`src/rtl/hlpe_pkg.sv`:
```
package hlpe_pkg;

    localparam int SYMBOLS    = 24;
    localparam int CH_W       = 8;
    localparam int TICK_W     = 15;
    localparam int IDX_W      = 10;
    localparam int LEVEL_W    = 10;
    localparam int POS_W      = 5;
    localparam int CFG_IDX_W  = 3;
    localparam int CFG_DATA_W = 15;
    localparam int FIFO_DEPTH = 2;

    localparam logic [POS_W-1:0] LAST_POS = POS_W'(SYMBOLS - 1);

    typedef enum logic [CFG_IDX_W-1:0] {
        REG_SATURATION      = 3'd0,
        REG_VALUE_LEVEL     = 3'd1,
        REG_BRIGHTNESS      = 3'd2,
        REG_ONE_HIGH_TICKS  = 3'd3,
        REG_ONE_LOW_TICKS   = 3'd4,
        REG_ZERO_HIGH_TICKS = 3'd5,
        REG_ZERO_LOW_TICKS  = 3'd6
    } t_reg_idx;

    typedef struct packed {
        logic [LEVEL_W-1:0] level_centi;
        logic [IDX_W-1:0]   led_index;
    } t_in;

    typedef struct packed {
        logic [IDX_W-1:0]  led_number;
        logic [POS_W-1:0]  bit_position;
        logic              bit_level;
        logic [TICK_W-1:0] high_ticks;
        logic [TICK_W-1:0] low_ticks;
        logic              last;
    } t_out;

    typedef struct packed {
        logic [CH_W-1:0] saturation;
        logic [CH_W-1:0] value_level;
        logic [CH_W-1:0] brightness;
    } t_color_cfg;

    typedef struct packed {
        logic [TICK_W-1:0] one_high_ticks;
        logic [TICK_W-1:0] one_low_ticks;
        logic [TICK_W-1:0] zero_high_ticks;
        logic [TICK_W-1:0] zero_low_ticks;
    } t_tick_cfg;

    typedef struct packed {
        logic [IDX_W-1:0] idx;
        logic [CH_W-1:0]  g;
        logic [CH_W-1:0]  r;
        logic [CH_W-1:0]  b;
    } t_pix;

    function automatic logic [CH_W-1:0] f_div255(input logic [15:0] x);
        logic [16:0] s;
        s = 17'(x) + 17'(x[15:8]) + 17'd1;
        return s[15:8];
    endfunction

endpackage

```
`src/rtl/hlpe_front.sv`:
```
module hlpe_front import hlpe_pkg::*; #(
    parameter int LED_COUNT = 16
) (
    input  logic       i_clk,
    input  logic       i_rst_n,
    input  t_color_cfg i_cfg,
    input  logic       i_valid,
    output logic       o_ready,
    input  t_in        i_data,
    output logic       o_push,
    input  logic       i_push_ready,
    output t_pix       o_pix
);

    typedef enum logic [2:0] {
        SEC_0 = 3'd0,
        SEC_1 = 3'd1,
        SEC_2 = 3'd2,
        SEC_3 = 3'd3,
        SEC_4 = 3'd4,
        SEC_5 = 3'd5
    } t_sector;

    localparam logic [15:0] RECIP_20 = 16'd52429;

    logic [4:0] r_vld;
    logic       adv;
    logic       in_range;

    logic [14:0]      lvl17;
    logic [30:0]      hq;
    logic [CH_W-1:0]  r1_hue;
    logic [IDX_W-1:0] r1_idx;

    logic [10:0]      h6;
    t_sector          n_sec;
    logic [10:0]      n_rem;
    t_sector          r2_sec;
    logic [CH_W-1:0]  r2_rem;
    logic [IDX_W-1:0] r2_idx;

    logic [CH_W-1:0]  r3_sfq;
    logic [CH_W-1:0]  r3_sft;
    t_sector          r3_sec;
    logic [IDX_W-1:0] r3_idx;

    logic [CH_W-1:0]  r4_p;
    logic [CH_W-1:0]  r4_q;
    logic [CH_W-1:0]  r4_t;
    t_sector          r4_sec;
    logic [IDX_W-1:0] r4_idx;

    logic [CH_W-1:0]  sel_r;
    logic [CH_W-1:0]  sel_g;
    logic [CH_W-1:0]  sel_b;
    t_pix             r5_pix;

    assign adv      = !r_vld[4] || i_push_ready;
    assign o_ready  = adv;
    assign in_range = {1'b0, i_data.led_index} < 11'(LED_COUNT);

    always_ff @(posedge i_clk) begin
        if (!i_rst_n) begin
            r_vld <= '0;
        end else if (adv) begin
            r_vld <= {r_vld[3:0], i_valid && in_range};
        end
    end

    assign lvl17 = {1'b0, i_data.level_centi, 4'b0} + 15'(i_data.level_centi);
    assign hq    = 31'(lvl17) * 31'(RECIP_20);

    assign h6 = 11'({r1_hue, 2'b0}) + 11'({r1_hue, 1'b0});

    always_comb begin
        if (h6 >= 11'd1530) begin
            n_sec = SEC_0;
            n_rem = '0;
        end else if (h6 >= 11'd1275) begin
            n_sec = SEC_5;
            n_rem = h6 - 11'd1275;
        end else if (h6 >= 11'd1020) begin
            n_sec = SEC_4;
            n_rem = h6 - 11'd1020;
        end else if (h6 >= 11'd765) begin
            n_sec = SEC_3;
            n_rem = h6 - 11'd765;
        end else if (h6 >= 11'd510) begin
            n_sec = SEC_2;
            n_rem = h6 - 11'd510;
        end else if (h6 >= 11'd255) begin
            n_sec = SEC_1;
            n_rem = h6 - 11'd255;
        end else begin
            n_sec = SEC_0;
            n_rem = h6;
        end
    end

    always_comb begin
        case (r4_sec)
            SEC_0: begin
                sel_r = i_cfg.value_level; sel_g = r4_t; sel_b = r4_p;
            end
            SEC_1: begin
                sel_r = r4_q; sel_g = i_cfg.value_level; sel_b = r4_p;
            end
            SEC_2: begin
                sel_r = r4_p; sel_g = i_cfg.value_level; sel_b = r4_t;
            end
            SEC_3: begin
                sel_r = r4_p; sel_g = r4_q; sel_b = i_cfg.value_level;
            end
            SEC_4: begin
                sel_r = r4_t; sel_g = r4_p; sel_b = i_cfg.value_level;
            end
            default: begin
                sel_r = i_cfg.value_level; sel_g = r4_p; sel_b = r4_q;
            end
        endcase
    end

    always_ff @(posedge i_clk) begin
        if (adv) begin
            r1_hue <= hq[27:20];
            r1_idx <= i_data.led_index;

            r2_sec <= n_sec;
            r2_rem <= n_rem[CH_W-1:0];
            r2_idx <= r1_idx;

            r3_sfq <= f_div255(16'(i_cfg.saturation) * 16'(r2_rem));
            r3_sft <= f_div255(16'(i_cfg.saturation) * 16'(8'd255 - r2_rem));
            r3_sec <= r2_sec;
            r3_idx <= r2_idx;

            r4_p   <= f_div255(16'(i_cfg.value_level) * 16'(8'd255 - i_cfg.saturation));
            r4_q   <= f_div255(16'(i_cfg.value_level) * 16'(8'd255 - r3_sfq));
            r4_t   <= f_div255(16'(i_cfg.value_level) * 16'(8'd255 - r3_sft));
            r4_sec <= r3_sec;
            r4_idx <= r3_idx;

            r5_pix.idx <= r4_idx;
            r5_pix.g   <= f_div255(16'(sel_g) * 16'(i_cfg.brightness));
            r5_pix.r   <= f_div255(16'(sel_r) * 16'(i_cfg.brightness));
            r5_pix.b   <= f_div255(16'(sel_b) * 16'(i_cfg.brightness));
        end
    end

    assign o_push = r_vld[4];
    assign o_pix  = r5_pix;

endmodule

```
`src/rtl/hlpe_fifo.sv`:
```
module hlpe_fifo import hlpe_pkg::*; (
    input  logic i_clk,
    input  logic i_rst_n,
    input  logic i_push,
    output logic o_push_ready,
    input  t_pix i_pix,
    output logic o_valid,
    input  logic i_pop,
    output t_pix o_pix
);

    localparam int PTR_W = $clog2(FIFO_DEPTH);
    localparam int CNT_W = $clog2(FIFO_DEPTH + 1);

    t_pix             r_mem [FIFO_DEPTH];
    logic [PTR_W-1:0] r_wr;
    logic [PTR_W-1:0] r_rd;
    logic [CNT_W-1:0] r_cnt;
    logic             do_push;
    logic             do_pop;

    assign o_push_ready = r_cnt != CNT_W'(FIFO_DEPTH);
    assign o_valid      = r_cnt != '0;
    assign do_push      = i_push && o_push_ready;
    assign do_pop       = i_pop && o_valid;
    assign o_pix        = r_mem[r_rd];

    always_ff @(posedge i_clk) begin
        if (!i_rst_n) begin
            r_wr  <= '0;
            r_rd  <= '0;
            r_cnt <= '0;
        end else begin
            if (do_push) begin
                r_wr <= (r_wr == PTR_W'(FIFO_DEPTH - 1)) ? '0 : r_wr + 1'b1;
            end
            if (do_pop) begin
                r_rd <= (r_rd == PTR_W'(FIFO_DEPTH - 1)) ? '0 : r_rd + 1'b1;
            end
            r_cnt <= r_cnt + CNT_W'(do_push) - CNT_W'(do_pop);
        end
    end

    always_ff @(posedge i_clk) begin
        if (do_push) begin
            r_mem[r_wr] <= i_pix;
        end
    end

endmodule

```
`src/rtl/hlpe_back.sv`:
```
module hlpe_back import hlpe_pkg::*; (
    input  logic      i_clk,
    input  logic      i_rst_n,
    input  t_tick_cfg i_cfg,
    input  logic      i_valid,
    input  t_pix      i_pix,
    output logic      o_pop,
    output logic      o_valid,
    input  logic      i_ready,
    output t_out      o_data
);

    logic [POS_W-1:0] r_pos;
    logic             r_out_vld;
    t_out             r_out;
    logic             adv;
    logic             emit;
    logic [23:0]      bits;
    logic             bit_now;

    assign adv     = !r_out_vld || i_ready;
    assign emit    = adv && i_valid;
    assign bits    = {i_pix.g, i_pix.r, i_pix.b};
    assign bit_now = bits[POS_W'(LAST_POS - r_pos)];
    assign o_pop   = emit && (r_pos == LAST_POS);

    always_ff @(posedge i_clk) begin
        if (!i_rst_n) begin
            r_pos     <= '0;
            r_out_vld <= 1'b0;
        end else if (adv) begin
            r_out_vld <= i_valid;
            if (i_valid) begin
                r_pos <= (r_pos == LAST_POS) ? '0 : r_pos + 1'b1;
            end
        end
    end

    always_ff @(posedge i_clk) begin
        if (emit) begin
            r_out.led_number   <= i_pix.idx;
            r_out.bit_position <= r_pos;
            r_out.bit_level    <= bit_now;
            r_out.high_ticks   <= bit_now ? i_cfg.one_high_ticks : i_cfg.zero_high_ticks;
            r_out.low_ticks    <= bit_now ? i_cfg.one_low_ticks : i_cfg.zero_low_ticks;
            r_out.last         <= r_pos == LAST_POS;
        end
    end

    assign o_valid = r_out_vld;
    assign o_data  = r_out;

endmodule

```
`src/rtl/hue_to_led_pulse_encoder.sv`:
```
// Converts a level in hundredths into a hue, turns it into RGB with the
// programmed saturation and value, scales each channel by brightness, and
// emits 24 pulse symbols per LED (green, red, blue, MSB first), one symbol
// per cycle when the output is ready and a colour is queued. An item is
// accepted into a five-stage colour pipeline, which feeds a two-entry colour
// queue; the symbol serializer drains that queue, and an index at or beyond
// LED_COUNT yields nothing. When the path is empty, the first symbol passes
// through the five colour stages, the queue and the output register. Up to
// seven colours are held at once: five in the colour pipeline and two in the
// queue, the head of the queue being the colour the serializer is sending.
// The user must write registers through the plain write port only while the
// block is idle; the block itself does not enforce this.
module hue_to_led_pulse_encoder import hlpe_pkg::*; #(
    parameter int LED_COUNT = 16
) (
    input  logic                  i_clk,
    input  logic                  i_rst_n,
    input  logic                  i_cfg_we,
    input  logic [CFG_IDX_W-1:0]  i_cfg_idx,
    input  logic [CFG_DATA_W-1:0] i_cfg_data,
    input  logic                  i_in_valid,
    output logic                  o_in_ready,
    input  t_in                   i_in_data,
    output logic                  o_out_valid,
    input  logic                  i_out_ready,
    output t_out                  o_out_data
);

    t_color_cfg r_color;
    t_tick_cfg  r_tick;

    logic fr_push;
    logic fifo_ready;
    t_pix fr_pix;
    logic q_valid;
    logic q_pop;
    t_pix q_pix;

    always_ff @(posedge i_clk) begin
        if (!i_rst_n) begin
            r_color.saturation     <= 8'd255;
            r_color.value_level    <= 8'd255;
            r_color.brightness     <= 8'd50;
            r_tick.one_high_ticks  <= 15'd8;
            r_tick.one_low_ticks   <= 15'd4;
            r_tick.zero_high_ticks <= 15'd4;
            r_tick.zero_low_ticks  <= 15'd8;
        end else if (i_cfg_we) begin
            case (i_cfg_idx)
                REG_SATURATION:      r_color.saturation     <= i_cfg_data[CH_W-1:0];
                REG_VALUE_LEVEL:     r_color.value_level    <= i_cfg_data[CH_W-1:0];
                REG_BRIGHTNESS:      r_color.brightness     <= i_cfg_data[CH_W-1:0];
                REG_ONE_HIGH_TICKS:  r_tick.one_high_ticks  <= i_cfg_data[TICK_W-1:0];
                REG_ONE_LOW_TICKS:   r_tick.one_low_ticks   <= i_cfg_data[TICK_W-1:0];
                REG_ZERO_HIGH_TICKS: r_tick.zero_high_ticks <= i_cfg_data[TICK_W-1:0];
                REG_ZERO_LOW_TICKS:  r_tick.zero_low_ticks  <= i_cfg_data[TICK_W-1:0];
                default: begin
                end
            endcase
        end
    end

    hlpe_front #(
        .LED_COUNT(LED_COUNT)
    ) u_front (
        .i_clk       (i_clk),
        .i_rst_n     (i_rst_n),
        .i_cfg       (r_color),
        .i_valid     (i_in_valid),
        .o_ready     (o_in_ready),
        .i_data      (i_in_data),
        .o_push      (fr_push),
        .i_push_ready(fifo_ready),
        .o_pix       (fr_pix)
    );

    hlpe_fifo u_fifo (
        .i_clk       (i_clk),
        .i_rst_n     (i_rst_n),
        .i_push      (fr_push),
        .o_push_ready(fifo_ready),
        .i_pix       (fr_pix),
        .o_valid     (q_valid),
        .i_pop       (q_pop),
        .o_pix       (q_pix)
    );

    hlpe_back u_back (
        .i_clk  (i_clk),
        .i_rst_n(i_rst_n),
        .i_cfg  (r_tick),
        .i_valid(q_valid),
        .i_pix  (q_pix),
        .o_pop  (q_pop),
        .o_valid(o_out_valid),
        .i_ready(i_out_ready),
        .o_data (o_out_data)
    );

endmodule

```
`config.mk`:
```
export PLATFORM = sky130hd
export DESIGN_NAME = hue_to_led_pulse_encoder
export DESIGN_NICKNAME = d
export VERILOG_FILES = /design/src/rtl/hlpe_pkg.sv /design/src/rtl/hlpe_front.sv /design/src/rtl/hlpe_fifo.sv /design/src/rtl/hlpe_back.sv /design/src/rtl/hue_to_led_pulse_encoder.sv
export SDC_FILE = /design/constraint.sdc
export NUM_CORES = 2
export LEC_CHECK = 0
export ABC_AREA = 1
export BUFFER_PORTS_ARGS = -buffer_cell sky130_fd_sc_hd__buf_4
export CAP_MARGIN = 20
export CELL_PAD_IN_SITES_DETAIL_PLACEMENT = 2
export CELL_PAD_IN_SITES_GLOBAL_PLACEMENT = 2
export CORE_UTILIZATION = 40
export CTS_CLUSTER_DIAMETER = 40
export CTS_CLUSTER_SIZE = 30
export DETAILED_ROUTE_END_ITERATION = 8
export PLACE_DENSITY = 0.79
export SLEW_MARGIN = 20
export SYNTH_ARGS = -nofsm -noshare
export SYNTH_HDL_FRONTEND = slang
export SYNTH_HIERARCHICAL = 1
export SYNTH_SLANG_ARGS = --single-unit
```
`constraint.sdc`:
```
create_clock -name i_clk -period 7.3 [get_ports i_clk]
set_input_delay 0.365 -clock i_clk [delete_from_list [all_inputs] [get_ports i_clk]]
set_output_delay 0.365 -clock i_clk [all_outputs]
set_load 0.03 [all_outputs]
```
==> flow_summary.toml <==
[layout]
final-seq-area_sq_um = 9600
antennaDiodeCount = 0
multiInputGateArea_sq_um = 25000
fin_area_sq_um = 43900
synthToLayoutAreaGrowth_pct = 14.2
fillers = 10600
fin_nets = 5743
drive_above_1_share_pct = 10.0

[floorplanning]
ios = 92
initial_utilization_pct = 40.4
coreArea_sq_um = 95200
die_area_sq_um = 97400
row_count = 113
die_w_microns = 312
dieHeight_microns = 312

[clock_network]
clock_path_buffers = 3
clk_latency_ns = 0.66
cts.clk_slew.worst_paths_ns = 0.05
cts.sinks = 353
cts_buffers = 72
root_buffer = "clkbuf_16"
h-tree-depth = 3
cts_tree = "built"

[run]
cap_violations = 0

[logic_synthesis]
synth_edf_count = 253
synth_seq_cells = 353
synth_top_area_cell = "edfxtp_1"
synth_area_sq_um = 38500
ys_seq_area_share_pct = 25.0
synth_common_cells = "1,005 x nand2_1, 939 x inv_1, 601 x nor2_1"
yosysWarnings = 6
synth_area_leaders = "edfxtp_1 20%, fa_1 18%, ha_1 15%, nand2_1 9.8%, inv_1 9.2%"
post-synth-top-count-cell = "nand2_1"
netlist_instances = 4713
synthFlopType = "edfxtp_1"
ys_async_sr_fraction_pct = 0
avgSynthCellArea_sq_um = 8.16
ys_types = 59
synth_nets = 5579
synth_top_area_share_pct = 19.8

[timing]
slew_headroom_pct = 29.3
worst_pin_slew_ns = 1.06
holdWs_ns = 0.00948
finalSetupViolations = 8
setup_slack_ns = -0.188
hold_violations = 0
max_freq_mhz = 134
slew_viol_final = 0
fin_crit_ns = 7.49
skew_ns = 0.0501
finalCritPeriodShare_pct = 103

[critical_path]
path_max_fanout = 6
startpoint_type = "flip-flop"
path_class = "reg2reg"
end_kind = "flip-flop"
path_common_cell = "nand2_1"
crit_path_max_incr_delay_ns = 0.52
cp_slowest_cell = "fa_1"
critPathArrivalTime_ns = 7.88
required_ns = 7.69

[drt]
routed_wl_microns = 137000
wl_per_cell_microns = 22.1
first_pass_iters = 5
via_count = 32700
drc = 0
initialDrtViolationCount = 1419
ant_nets = 0
vias_per_cell = 5.28

[placed_design]
dpl_worst_slack_ns = -0.248
placed_area_sq_um = 40700
place_hpwl_microns = 99700
routabilityCongestion = 0.865
portBuffers = 91

[global_route]
grt_pass1_wl_microns = 212000
grt_max_degree = 85
grtUsageTotal_pct = 27.6
grt_pass1_vias = 38000
grt.overflow.total = 0
antenna_found_initial = 0

[worst_hold_path]
hold_class = "in2reg"

[run_status]
status = "finished with violations"
violations = "setup timing"
layout make-up:
class | instances | share of cell area, %
clock buffer | 80 | 4.24
clock inverter | 53 | 1.66
inverter | 955 | 8.18
multi-input combinational | 3296 | 56.9
sequential | 353 | 21.9
tap | 1265 | 3.60
timing repair buffer | 199 | 3.57
worst max-delay path, delay by kind of cell (launching register included):
family / cells / cell delay (ns)
flip-flops: 1 / 0.45
AO/OA/AOI/OAI: 3 / 0.66
buffers and inverters: 5 / 0.59
adder cells (fa/ha/maj): 6 / 2.82
AND/OR/NAND/NOR: 21 / 2.73
final timing paths:
kind	start	end	slack (ns)	depth (start not counted)
setup / recovery	u_front/r4_sec[1]$_DFFE_PP_	u_front/o_pix[1]$_DFFE_PP_	-0.19	35
hold / removal	i_cfg_data[0]	r_color[8]$_SDFFE_PN1P_	0.009	3
setup reg to reg	u_front/r4_sec[1]$_DFFE_PP_	u_front/o_pix[1]$_DFFE_PP_	-0.19	35
hold reg to reg	u_front/r3_idx[1]$_DFFE_PP_	u_front/r4_idx[1]$_DFFE_PP_	0.42	0
state kept, by name, indices dropped and copies added (netlist names), 10 cells and up, named ones only:
signal and cells:
r_color 24, r_tick 60, u_back/o_data 47, u_fifo/r_mem 68, u_front/o_pix 34, u_front/r1_idx 10, u_front/r2_idx 10, u_front/r3_idx 10
u_front/r4_idx 10
cells by family (layout without fill, tap and decap cells):
| group | Yosys count | after routing | synth area share, % |
|---|---|---|---|
| AO/OA/AOI/OAI | 313 | 313 | 4.69 |
| XOR/XNOR | 114 | 114 | 2.81 |
| adder cells (fa/ha/maj) | 823 | 823 | 33.7 |
| buffers and inverters | 1064 | 1287 | 10.7 |
| flip-flops | 353 | 353 | 25.0 |
| multiplexers | 34 | 34 | 1.29 |
| AND/OR/NAND/NOR | 2012 | 2012 | 21.9 |
metal layers:
metal  GRT usage (%)  vias to the layer above  wire length (microns)
li1                -                    15100                      -
met1            33.0                    16800                  56500
met2            51.1                      608                  71700
met3            2.86                      265                   3900
met4            9.25                        0                   4890
met5               0                        -                      0
metrics by stage:
| step | utilization [%] | instances | TNS (ns) |
|---|---|---|---|
| 6_report | 46.2 | 6201 | -0.897 |
| 3_3_place_gp | 42.7 | 6021 | 0 |
| 2_1_floorplan | - | 4713 | 0 |
| 3_5_place_dp | 42.8 | 6022 | -0.911 |
| 5_1_grt | 46.2 | 6201 | -3.34 |
| 4_1_cts | 45.7 | 6172 | 0 |
repair_timing:
action                                  4_1_cts  5_1_grt
hold buffers                                 14        0
gates resized for setup                      17       46
buffers inserted                              3       28
endpoints found under the setup margin       11       32
endpoints found under the hold margin        16        0
pin swaps                                     0        6
layout by cell type (no fill, tap or decap), drive strengths merged, types with 10 or more instances in the layout:
master,n
inv,969
edfxtp,253
dlygate4sd3,14
dfxtp,100
nand2,1026
clkbuf,80
clkinv,29
xnor2,30
mux2,34
a21oi,141
nand4,71
o211ai,11
xor2,84
nand3,240
o21bai,11
o21ai,95
nor2,623
fa,353
buf,185
ha,470
o2111ai,10
or2,15
nor3,19
nand3b,13
Power is not shown: default switching activity piles up to over one toggle a cycle in this logic, so the estimate is an artifact.
